$ cat src/rtl/core/radar_target_screen_projector_macros.svh
// ----------------------------------------------------------------------------
// radar_target_screen_projector_macros
// Assertion macros for the screen projector; empty bodies when SYNTH is set.
// ----------------------------------------------------------------------------
`ifndef RADAR_TARGET_SCREEN_PROJECTOR_MACROS_SVH
`define RADAR_TARGET_SCREEN_PROJECTOR_MACROS_SVH

`ifndef SYNTH
// same-cycle implication
`define RTSP_ASSERT_IMPL(lbl, clk, rst_n, ante, cons) \
  lbl: assert property (@(posedge clk) disable iff (!rst_n) (ante) |-> (cons)) \
    else $error("rtsp: implication check failed");
// implication after a fixed number of cycles
`define RTSP_ASSERT_DELAY(lbl, clk, rst_n, ante, dly, cons) \
  lbl: assert property (@(posedge clk) disable iff (!rst_n) (ante) |-> ##dly (cons)) \
    else $error("rtsp: delayed check failed");
`else
`define RTSP_ASSERT_IMPL(lbl, clk, rst_n, ante, cons)
`define RTSP_ASSERT_DELAY(lbl, clk, rst_n, ante, dly, cons)
`endif

`endif

$ cat src/rtl/core/rtsp_isqrt.sv
// ----------------------------------------------------------------------------
// rtsp_isqrt
// Pipelined restoring square root, one root bit per stage.
// ----------------------------------------------------------------------------
`timescale 1ns / 1ps
`default_nettype none

module rtsp_isqrt #(
  parameter int ROOT_W = 24,
  parameter int TAG_W  = 1
) (
  input  logic                  clk,
  input  logic                  rst_n,
  input  logic                  vld_i,
  input  logic [2*ROOT_W-1:0]   rad_i,
  input  logic [TAG_W-1:0]      tag_i,
  output logic                  vld_o,
  output logic [ROOT_W-1:0]     root_o,
  output logic [TAG_W-1:0]      tag_o
);

  localparam int RAD_W = 2 * ROOT_W;
  localparam int REM_W = ROOT_W + 3;

  logic              vld_r   [ROOT_W];
  logic [RAD_W-1:0]  rad_r   [ROOT_W];
  logic [REM_W-1:0]  rem_r   [ROOT_W];
  logic [ROOT_W-1:0] root_r  [ROOT_W];
  logic [TAG_W-1:0]  tag_r   [ROOT_W];

  logic              vld_nxt  [ROOT_W];
  logic [RAD_W-1:0]  rad_nxt  [ROOT_W];
  logic [REM_W-1:0]  rem_nxt  [ROOT_W];
  logic [ROOT_W-1:0] root_nxt [ROOT_W];
  logic [TAG_W-1:0]  tag_nxt  [ROOT_W];

  always_comb begin
    logic              vld_in;
    logic [RAD_W-1:0]  rad_in;
    logic [REM_W-1:0]  rem_in;
    logic [ROOT_W-1:0] root_in;
    logic [TAG_W-1:0]  tag_in;
    logic [REM_W-1:0]  rem_sh;
    logic [REM_W-1:0]  trial;
    logic              ge;
    for (int k = 0; k < ROOT_W; k++) begin
      if (k == 0) begin
        vld_in  = vld_i;
        rad_in  = rad_i;
        rem_in  = '0;
        root_in = '0;
        tag_in  = tag_i;
      end else begin
        vld_in  = vld_r[k-1];
        rad_in  = rad_r[k-1];
        rem_in  = rem_r[k-1];
        root_in = root_r[k-1];
        tag_in  = tag_r[k-1];
      end
      // bring down the next bit pair, try 4*root + 1
      rem_sh = {rem_in[REM_W-3:0], rad_in[2*(ROOT_W-1-k) +: 2]};
      trial  = REM_W'({root_in, 2'b01});
      ge     = (rem_sh >= trial);
      rem_nxt[k]  = ge ? (rem_sh - trial) : rem_sh;
      root_nxt[k] = {root_in[ROOT_W-2:0], ge};
      rad_nxt[k]  = rad_in;
      tag_nxt[k]  = tag_in;
      vld_nxt[k]  = vld_in;
    end
  end

  always_ff @(posedge clk) begin
    if (!rst_n) begin
      for (int k = 0; k < ROOT_W; k++) vld_r[k] <= 1'b0;
    end else begin
      for (int k = 0; k < ROOT_W; k++) vld_r[k] <= vld_nxt[k];
    end
  end

  always_ff @(posedge clk) begin
    for (int k = 0; k < ROOT_W; k++) begin
      rad_r[k]  <= rad_nxt[k];
      rem_r[k]  <= rem_nxt[k];
      root_r[k] <= root_nxt[k];
      tag_r[k]  <= tag_nxt[k];
    end
  end

  assign vld_o  = vld_r[ROOT_W-1];
  assign root_o = root_r[ROOT_W-1];
  assign tag_o  = tag_r[ROOT_W-1];

endmodule

`default_nettype wire

$ cat config.mk
export PLATFORM = sky130hd
export DESIGN_NAME = rtsp_isqrt
export DESIGN_NICKNAME = d
export VERILOG_FILES = /design/src/rtl/core/radar_target_screen_projector_macros.svh /design/src/rtl/core/rtsp_isqrt.sv
export SDC_FILE = /design/constraint.sdc
export NUM_CORES = 2
export LEC_CHECK = 0
export ABC_AREA = 0
export BUFFER_PORTS_ARGS = -buffer_cell sky130_fd_sc_hd__buf_4
export CAP_MARGIN = 10
export CORE_MARGIN = 1.5
export CORE_UTILIZATION = 50
export DETAILED_ROUTE_END_ITERATION = 12
export PLACE_DENSITY_LB_ADDON = 0.15
export SETUP_SLACK_MARGIN = 0.4
export SKIP_LAST_GASP = 1
export SLEW_MARGIN = 25
export SYNTH_ARGS = -nofsm -noshare
export SYNTH_HDL_FRONTEND = slang
export SYNTH_SLANG_ARGS = --single-unit
$ cat constraint.sdc
create_clock -name clk -period 3.1 [get_ports clk]
set_input_delay 0 -clock clk [delete_from_list [all_inputs] [get_ports clk]]
set_output_delay 0 -clock clk [all_outputs]
set_load 0.005 [all_outputs]
==> impl_results.md <==
- # Max-Cap Violations: 0
- Worst EP required: 3.74 ns
- Share of layout cells above drive strength 1: 19.2%
- Sequential area share after synthesis: 56.0%
- Fin. Hold Viols: 0
- CP Capture Type: flop
- Synth warn: 0
- RSZ-0062 raised after global routing: yes
- GRT Residual Overflow: 0
- Synth top cells by count: dfxtp_1, inv_1, nor2_1
- Final setup vio count: 18
- DR vias/cell: 5.01
- Kind of cell adding the most delay to the critical path: simple AND/OR/NAND/NOR gates
- Via count: 34.9k
- Worst setup path category: reg -> reg
- Synth cell types: 82
- Tmin final: 3.22 ns
- Buffers on Ports: 77
- GRT Overall Usage: 19.4%
- Hold Crit Start: rst_n
- Die H: 324 um
- RR Startpoint: rem_r[0][147]
- Core footprint: 0.102 mm2
- Most common cell in the synthesized netlist: dfxtp_1
- Gpl congestion: 0.886
- Final Power: 52000 uW
- Worst stage delay on the critical path: 0.54 ns
- # diodes: 0
- Pre-antenna DRT Iters: 5
- Critical path's slowest cell: or4_4
- Setup TNS: -1.67 ns
- Measured slew at the worst slew-check pin: 0.603 ns
- Skew-Pair Late Insertion Delay: 0.75 ns
- Number of global-route vias before repair: 33.9k
- First-pass GRT wire length: 166 mm
- Routed Antenna Nets: 0
- Synth area leaders: dfxtp_1, ha_1, xnor2_1, xor2_1, inv_1
- Clk slew on worst S/H paths: 0.06 ns
- Area growth syn-to-layout: 25.0%
- H-tree Lvls: 4
- Post-route setup slack: -0.124 ns
- Failing checks: negative setup slack
- Initial antenna violation count: 0
- Worst-path fanout max: 6
- Fin Clk Skew: 0.0575 ns
- Share of the synthesized area in the top cell type: 56.0%
- Max clock buf depth: 3
- Slew Limit Fails: 0
- Yosys top cell by area: dfxtp_1
- Die ar.: 0.105 mm2
- Critical Path Start Type: flop
- P_leak: 0.0297 uW
- WHS Endpoint: vld_r[1][4]
- Num CTS Buffers: 144
- Seq cells post-synth: 1442
- TritonCTS clock tree: done
- Status: finished with violations
- 1st-iter DRT viols: 1751
- Final Cycle Share: 104%
- Final net count: 5858
- Hold slack: 0.143 ns
- Rel. slew slack: 59.4%
- Clock Sinks: 1442
- CP arrival: 3.86 ns
- Top FF cell, synth: dfxtp_1
- R2R setup slack: -0.12 ns
- Final HPWL DP: 72.2 mm
- Syn nets: 5372
- PwrDens: 808 mW/mm2
- Post-Place Worst Slack: -0.119 ns
- Wire per inst: 15.2 um
- Worst vdd ir: 0.464 mV
- Initial Utilization: 50.5%
- DRC Markers: 0
- FFs w/ async S/R, synth: 0%
- Rows: 117
- Clock Tree Root: clkbuf_16
- Worst min path class: in -> reg
- Largest net degree at the start of global routing: 30
- Post-synth EDFFs: 0
- Min-Delay Path Depth: 3
- Num ports: 78
- Mapped Area: 0.0515 mm2
- Post-Syn Instances: 4995
- Buf/Inv on CP: 0
- DRT Wirelength: 106 mm
- Most common cell on crit path: or3_4
- Reg-to-reg endpoint: rem_r[0][168]
- CP cell instances: or4_4 > or3_4 > or4_4 > or3_4 > nor3_4 > o311ai_4 > or3_4 > mux2_4
- R2r worst-path depth: 8
- Peak Freq: 310 MHz
- Die width: 324 um
- Syn avg cell area: 10.3 um2
## logic make-up after synthesis
kind of cell	count (synthesis)	synth area share [%]
flip-flops	1442	56.0
AND/OR/NAND/NOR	1297	12.3
AO/OA/AOI/OAI	932	11.3
buffers and inverters	503	3.70
XOR/XNOR	434	7.39
adder cells (fa/ha/maj)	325	7.89
multiplexers	61	1.33
other	1	0.00728
## layout by cell type (no fill, tap or decap), types with 20 or more instances in the layout
cell type,count
nor2_4,29
dfxtp_1,1398
nand2_1,315
nand2b_1,52
a21o_1,110
clkinv_2,20
dlygate4sd3_1,103
nand4_1,57
clkbuf_1,29
ha_4,49
clkbuf_8,26
mux2_2,42
buf_6,27
xor2_1,200
o21ai_0,164
o21ai_1,35
nor3_1,95
or2_2,21
nor2_1,307
o21a_1,70
xnor2_1,229
dfxtp_2,40
nor2b_1,49
and2_1,32
inv_1,410
buf_4,263
a21oi_2,50
ha_1,263
or3_1,34
a21oi_1,243
nand3_1,60
o31ai_1,23
nor4_1,44
clkbuf_16,148
o21ai_2,27
## sequential cells by signal, summed over array words and instances, names as in the netlist
name	cells
vld_r	24
tag_r	24
rem_r	542
root_r	300
rad_r	552
## worst max path at each step
stage / from / end / slack, ns / cells after the start
2_1_floorplan: rem_r[0][147] / rem_r[0][186] / -0.07 / 10
3_3_place_gp: rem_r[0][147] / rem_r[0][163] / -0.08 / 10
3_5_place_dp: rem_r[0][147] / rem_r[0][164] / -0.12 / 10
4_1_cts: rem_r[0][147] / rem_r[0][176] / -0.09 / 11
5_1_grt: rem_r[0][147] / rem_r[0][180] / -0.19 / 11
6_report: rem_r[0][147] / rem_r[0][168] / -0.12 / 8
## power by group
group          switching, uW  internal [uW]
Combinational           5200           5170
Clock                   7260          10400
Sequential              2400          21600
## area by class of cell
| class | instances | area (um2) |
|---|---|---|
| clock buffers | 200 | 4100 |
| clock inverters | 63 | 913 |
| fillers | 8104 | 37600 |
| inverters | 424 | 1600 |
| multi-input cells | 3051 | 23400 |
| flip-flops and latches | 1442 | 28900 |
| well taps | 1368 | 1710 |
| repair buffers | 416 | 3760 |
| repair inverters | 2 | 20.0 |
## per-stage QoR
step	std cells	instance area, um2	utilization [%]
5_1_grt	6966	64400	63.1
6_report	6966	64400	63.1
4_1_cts	6896	62100	60.9
2_1_floorplan	4995	51700	-
3_5_place_dp	6462	54400	53.3
3_3_place_gp	6462	54400	53.3
## tightest hold or removal path: cells and delay by family
family	cells	cell delay (ns)
simple gates	1	0.14
buf+inv	2	0.72
## metal layers
layer  track usage (%)  part of all wire, %
met1              24.2                   46
met5                 0                    0
met4              7.23                  2.9
met3              3.32                  3.2
met2              33.6                   48
## timing repair
item,4_1_cts,5_1_grt
hold buffers,103,0
gates resized for setup,244,401
setup buffers,62,61
pin swaps,78,131
gates cloned,6,9
setup endpoints to repair,293,366
endpoints found under the hold margin,74,0
Note: power is estimated with default switching activity, not from simulation.
