--- src/rtl/core/radar_target_screen_projector_macros.svh ---
// ----------------------------------------------------------------------------
// radar_target_screen_projector_macros
// Assertion macros for the screen projector; empty bodies when SYNTH is set.
// ----------------------------------------------------------------------------
`ifndef RADAR_TARGET_SCREEN_PROJECTOR_MACROS_SVH
`define RADAR_TARGET_SCREEN_PROJECTOR_MACROS_SVH

`ifndef SYNTH
// same-cycle implication
`define RTSP_ASSERT_IMPL(lbl, clk, rst_n, ante, cons) \
  lbl: assert property (@(posedge clk) disable iff (!rst_n) (ante) |-> (cons)) \
    else $error("rtsp: implication check failed");
// implication after a fixed number of cycles
`define RTSP_ASSERT_DELAY(lbl, clk, rst_n, ante, dly, cons) \
  lbl: assert property (@(posedge clk) disable iff (!rst_n) (ante) |-> ##dly (cons)) \
    else $error("rtsp: delayed check failed");
`else
`define RTSP_ASSERT_IMPL(lbl, clk, rst_n, ante, cons)
`define RTSP_ASSERT_DELAY(lbl, clk, rst_n, ante, dly, cons)
`endif

`endif

--- src/rtl/core/rtsp_div.sv ---
// ----------------------------------------------------------------------------
// rtsp_div
// Pipelined restoring divider, one quotient bit per stage.
// The quotient must fit in QUO_W bits (num < den * 2**QUO_W).
// ----------------------------------------------------------------------------
`timescale 1ns / 1ps
`default_nettype none

module rtsp_div #(
  parameter int NUM_W = 41,
  parameter int DEN_W = 21,
  parameter int QUO_W = 20,
  parameter int TAG_W = 1
) (
  input  logic             clk,
  input  logic             rst_n,
  input  logic             vld_i,
  input  logic [NUM_W-1:0] num_i,
  input  logic [DEN_W-1:0] den_i,
  input  logic [TAG_W-1:0] tag_i,
  output logic             vld_o,
  output logic [QUO_W-1:0] quo_o,
  output logic [TAG_W-1:0] tag_o
);

  localparam int W = (NUM_W > DEN_W + QUO_W) ? NUM_W : DEN_W + QUO_W;

  logic             vld_r [QUO_W];
  logic [W-1:0]     rem_r [QUO_W];
  logic [DEN_W-1:0] den_r [QUO_W];
  logic [QUO_W-1:0] quo_r [QUO_W];
  logic [TAG_W-1:0] tag_r [QUO_W];

  logic             vld_nxt [QUO_W];
  logic [W-1:0]     rem_nxt [QUO_W];
  logic [DEN_W-1:0] den_nxt [QUO_W];
  logic [QUO_W-1:0] quo_nxt [QUO_W];
  logic [TAG_W-1:0] tag_nxt [QUO_W];

  always_comb begin
    logic             vld_in;
    logic [W-1:0]     rem_in;
    logic [DEN_W-1:0] den_in;
    logic [QUO_W-1:0] quo_in;
    logic [TAG_W-1:0] tag_in;
    logic [W-1:0]     sh;
    logic             ge;
    for (int k = 0; k < QUO_W; k++) begin
      if (k == 0) begin
        vld_in = vld_i;
        rem_in = W'(num_i);
        den_in = den_i;
        quo_in = '0;
        tag_in = tag_i;
      end else begin
        vld_in = vld_r[k-1];
        rem_in = rem_r[k-1];
        den_in = den_r[k-1];
        quo_in = quo_r[k-1];
        tag_in = tag_r[k-1];
      end
      sh = W'(den_in) << (QUO_W - 1 - k);
      ge = (rem_in >= sh);
      rem_nxt[k] = ge ? (rem_in - sh) : rem_in;
      quo_nxt[k] = {quo_in[QUO_W-2:0], ge};
      den_nxt[k] = den_in;
      tag_nxt[k] = tag_in;
      vld_nxt[k] = vld_in;
    end
  end

  always_ff @(posedge clk) begin
    if (!rst_n) begin
      for (int k = 0; k < QUO_W; k++) vld_r[k] <= 1'b0;
    end else begin
      for (int k = 0; k < QUO_W; k++) vld_r[k] <= vld_nxt[k];
    end
  end

  always_ff @(posedge clk) begin
    for (int k = 0; k < QUO_W; k++) begin
      rem_r[k] <= rem_nxt[k];
      den_r[k] <= den_nxt[k];
      quo_r[k] <= quo_nxt[k];
      tag_r[k] <= tag_nxt[k];
    end
  end

  assign vld_o = vld_r[QUO_W-1];
  assign quo_o = quo_r[QUO_W-1];
  assign tag_o = tag_r[QUO_W-1];

endmodule

`default_nettype wire

--- config.mk ---
export PLATFORM = sky130hd
export DESIGN_NAME = rtsp_div
export DESIGN_NICKNAME = d
export VERILOG_FILES = /design/src/rtl/core/radar_target_screen_projector_macros.svh /design/src/rtl/core/rtsp_div.sv
export SDC_FILE = /design/constraint.sdc
export NUM_CORES = 2
export LEC_CHECK = 0
export BUFFER_PORTS_ARGS = -buffer_cell sky130_fd_sc_hd__buf_4
export CELL_PAD_IN_SITES_DETAIL_PLACEMENT = 0
export CELL_PAD_IN_SITES_GLOBAL_PLACEMENT = 2
export CORE_MARGIN = 1.5
export CORE_UTILIZATION = 44
export DETAILED_ROUTE_END_ITERATION = 16
export HOLD_SLACK_MARGIN = 0.1
export PLACE_DENSITY_LB_ADDON = 0.25
export REMOVE_ABC_BUFFERS = 1
export SYNTH_ARGS = -nofsm -noshare
export SYNTH_HDL_FRONTEND = slang
export SYNTH_SLANG_ARGS = --single-unit
--- constraint.sdc ---
create_clock -name clk -period 10.74 [get_ports clk]
set_clock_uncertainty 0.15 [all_clocks]
set_input_delay 2.148 -clock clk [delete_from_list [all_inputs] [get_ports clk]]
set_output_delay 2.148 -clock clk [all_outputs]
set_load 0.005 [all_outputs]
==> results.md <==
- Outcome: finished clean
- CP max FO: 35
- Clock tree from TritonCTS: done
- Setup slack, reg-to-reg: 6.42 ns
- Wire length reported by the detailed router: 136000 µm
- Leak: 0.0293 µW
- Ports placed on the boundary: 88
- Area grow syn2layout: 13.6%
- Critical path type: in -> reg
- Via count of the first global-routing pass: 43600
- Cell taking the most area after synthesis: dfxtp_1
- Buffers & Inverters on Critical Path: 2
- Detail-routed via count per cell: 5.10
- Fraction of met3 tracks used by global routing: 2.90%
- Share of cells above drive strength 1: 7.47%
- Achievable clock frequency: 204 MHz
- Critical path capture point: rem_r[0][24]
- Postcts setup bufs: 0
- Transition at the pin with the smallest max-transition slack: 1.12 ns
- Final critical-path share of the clock period: 45.6%
- Pin count of the biggest net entering global routing: 52
- Cell Area, Synth: 58900 µm²
- Number of library cell types mapped by synthesis: 83
- Total of warnings raised by yosys: 0
- Final slew viol count: 0
- Ys flop type: dfxtp_1
- Global-route wire length before repair: 218000 µm
- Power per unit of standard cell area: 315 nW/µm²
- Number of cells on the critical path: 11
- Final HPWL from detailed placement: 108000 µm
- Clk slew on worst S/H paths: 0.06 ns
- Nets: 6808
- Post-CTS Resized: 0
- CTS Hold Buffers Added: 0
- Cell breakdown of the critical path: buf_4, ha_1, nand4_1, or4_1, or4_1, o211a_1, o31ai_1, a21oi_1, o21ai_2, buf_4, mux2_2
- Core occupancy in the finished layout: 50.2%
- Cell with the biggest individual delay on the critical path: or4_1
- Worst Setup End Kind: flip-flop
- Number of antenna violations at the first check in global routing: 0
- Number of cells on the worst hold path: 0
- Vias after detailed routing: 41800
- Max Buffers Root-to-Sink: 3
- Total number of placement rows: 134
- Global route hottest layer: met2
- RSZ-0062 raised after global routing: false
- Largest cells by area after synthesis: dfxtp_1 49%, ha_1 8.9%, xnor2_1 3.8%
- Library cell used as clock root buffer: clkbuf_16
- Number of enable flip-flop cells after synthesis: 0
- Wire length per cell: 16.6 µm
- Inserted Clock Buffers: 157
- Count of cells along the worst register-to-register path: 13
- Max-cap check violation count: 0
- Portion of the post-synthesis area used by sequential elements: 48.5%
- CTS sink cnt: 1428
- Worst-skew pair later-pin latency: 0.80 ns
- Critical path startpoint category: input port
- Initial DRT Pass Iterations: 5
- Share of synthesized flip-flops with an asynchronous set or reset: 0%
- Starting DRT DRC Count: 1538
- Signal arrival time at the worst endpoint: 5.42 ns
- H-Tree Depth: 4
- Placeable core area: 133000 µm²
- Global-route met1 utilization: 16.6%
- Category of cells accounting for the largest share of critical-path delay: simple AND/OR/NAND/NOR gates
- IR Drop Worst-Case VDD: 183 µV
- Slew headroom: 23.9%
- Port buffer count: 87
- Critical Path RT: 11.26 ns
- Global route overflow: 0
- Die outline width: 369 µm
- FF+latch count, synth: 1428
- Met2 usage: 42.6%
- Routability congestion estimate: 0.888
- Vertical die dimension: 369 µm
- ANT nets after route: 0
- Capture point of the worst reg-to-reg path: rem_r[16][19]
- Post-synth top area share: 48.5%
- Setup TNS: 0 ns
- Time the worst path needs with I/O delays and setup: 4.90 ns
- Source of the critical timing path: num_i[29]
- Initial cell density of the core: 44.2%
- Total count of hold-check failures in the final report: 0
- R2r startpoint: rem_r[15][3]
- Instance count of the mapped netlist: 6150
- Average cell area after synthesis: 9.58 µm²
- GRT Util Overall: 20.1%
- Die Area: 136000 µm²
- Post-route DRC: 0
- Final count of negative-setup-slack endpoints: 0
- Hold_sp: quo_r[2][49]
- Worst min path class: reg -> reg
- Largest stage delay on the critical path: 0.66 ns
## through the flow
step / hold WS [ns] / worst slack [ns] / instances / cell area [µm²] / power (µW)
6_report: 0.164 / 5.84 / 8196 / 66900 / 21100
5_1_grt: 0.162 / 5.75 / 8195 / 66900 / 22600
2_1_floorplan: 0.160 / 5.35 / 6031 / 58400 / 13700
3_5_place_dp: 0.162 / 5.01 / 7912 / 61500 / 15800
3_3_place_gp: 0.159 / 5.00 / 7912 / 61500 / 15800
4_1_cts: 0.166 / 5.86 / 8195 / 66900 / 21300
## placed cells by master (no fill, tap or decap), drive strengths merged, types with 20 or more instances in the layout
| master | Yosys | final |
|---|---|---|
| dfxtp | 1428 | 1428 |
| inv | 522 | 527 |
| nand2 | 443 | 443 |
| ha | 420 | 420 |
| a21oi | 413 | 413 |
| nor2 | 411 | 411 |
| o21ai | 404 | 404 |
| xnor2 | 257 | 257 |
| xor2 | 232 | 232 |
| clkbuf | 101 | 226 |
| a21o | 166 | 166 |
| nor3 | 129 | 129 |
| buf | 18 | 113 |
| nand3 | 103 | 103 |
| nand2b | 87 | 87 |
| o21a | 82 | 82 |
| nor4 | 81 | 81 |
| nor2b | 71 | 71 |
| mux2 | 70 | 70 |
| nand4 | 63 | 63 |
| or3 | 47 | 47 |
| or4 | 45 | 45 |
| o31ai | 39 | 39 |
| clkinv | 2 | 39 |
| and2 | 36 | 36 |
| a31oi | 34 | 34 |
| a211oi | 33 | 33 |
| and3 | 30 | 30 |
| o21bai | 26 | 26 |
| o31a | 24 | 24 |
| o211ai | 23 | 23 |
| nor4b | 20 | 20 |
## cell families (layout without fill, tap and decap cells)
kind of cell    after synthesis  after routing  share of synthesized area, %
flops                      1428           1428                          48.5
buf+inv                     643            920                          4.13
compound gates             1417           1417                          15.1
fa+ha+maj                   439            439                          9.57
other cells                   0              1                             0
simple gates               1661           1661                          14.0
xor+xnor                    489            489                          7.27
mux                          73             73                          1.39
## flip-flops by register name, summed over array words and instances (netlist names)
name and count:
den_r 399, tag_r 20, rem_r 779, vld_r 20, quo_r 210
## power breakdown
group          internal (µW)  leakage (µW)  switching (µW)
registers               6750        0.0120             900
clock network           3180       0.00259            2210
logic                   3570        0.0147            4460
total                  13500        0.0293            7570
## how the worst min path moves through the flow
| stage | end | slack (ns) |
|---|---|---|
| 6_report | quo_r[2][70] | 0.16 |
| 4_1_cts | quo_r[2][70] | 0.17 |
| 3_5_place_dp | quo_r[0][61] | 0.16 |
| 3_3_place_gp | quo_r[3][50] | 0.16 |
| 5_1_grt | quo_r[2][70] | 0.16 |
| 2_1_floorplan | quo_r[0][21] | 0.16 |
## area by class of cell
| class | count | area, µm² |
|---|---|---|
| Fill cell | 12600 | 66200 |
| Sequential cell | 1428 | 28600 |
| Multi-Input combinational cell | 4079 | 27900 |
| Clock buffer | 226 | 4490 |
| Tap cell | 1768 | 2210 |
| Inverter | 524 | 1970 |
| Clock inverter | 57 | 851 |
| Timing Repair Buffer | 113 | 848 |
| Antenna cell | 1 | 2.50 |
## cell usage after synthesis, drive strengths merged (15+ instances only)
| master | n |
|---|---|
| a2111oi | 15 |
| a211o | 15 |
| a211oi | 33 |
| a21o | 166 |
| a21oi | 413 |
| a31oi | 34 |
| and2 | 36 |
| and3 | 30 |
| buf | 18 |
| clkbuf | 101 |
| dfxtp | 1428 |
| fa | 19 |
| ha | 420 |
| inv | 522 |
| mux2 | 70 |
| nand2 | 443 |
| nand2b | 87 |
| nand3 | 103 |
| nand3b | 19 |
| nand4 | 63 |
| nand4b | 17 |
| nor2 | 411 |
| nor2b | 71 |
| nor3 | 129 |
| nor4 | 81 |
| nor4b | 20 |
| o211ai | 23 |
| o21a | 82 |
| o21ai | 404 |
| o21bai | 26 |
| o31a | 24 |
| o31ai | 39 |
| or2 | 19 |
| or3 | 47 |
| or4 | 45 |
| xnor2 | 257 |
| xor2 | 232 |
## routing by layer
metal	wire (µm)	up-vias	share of wire (%)
met5	0	-	0
met4	8850	0	6.5
met2	78400	619	57
met1	45800	19200	34
met3	3300	377	2.4
li1	-	21600	-
Note: power is estimated with default switching activity, not from simulation.
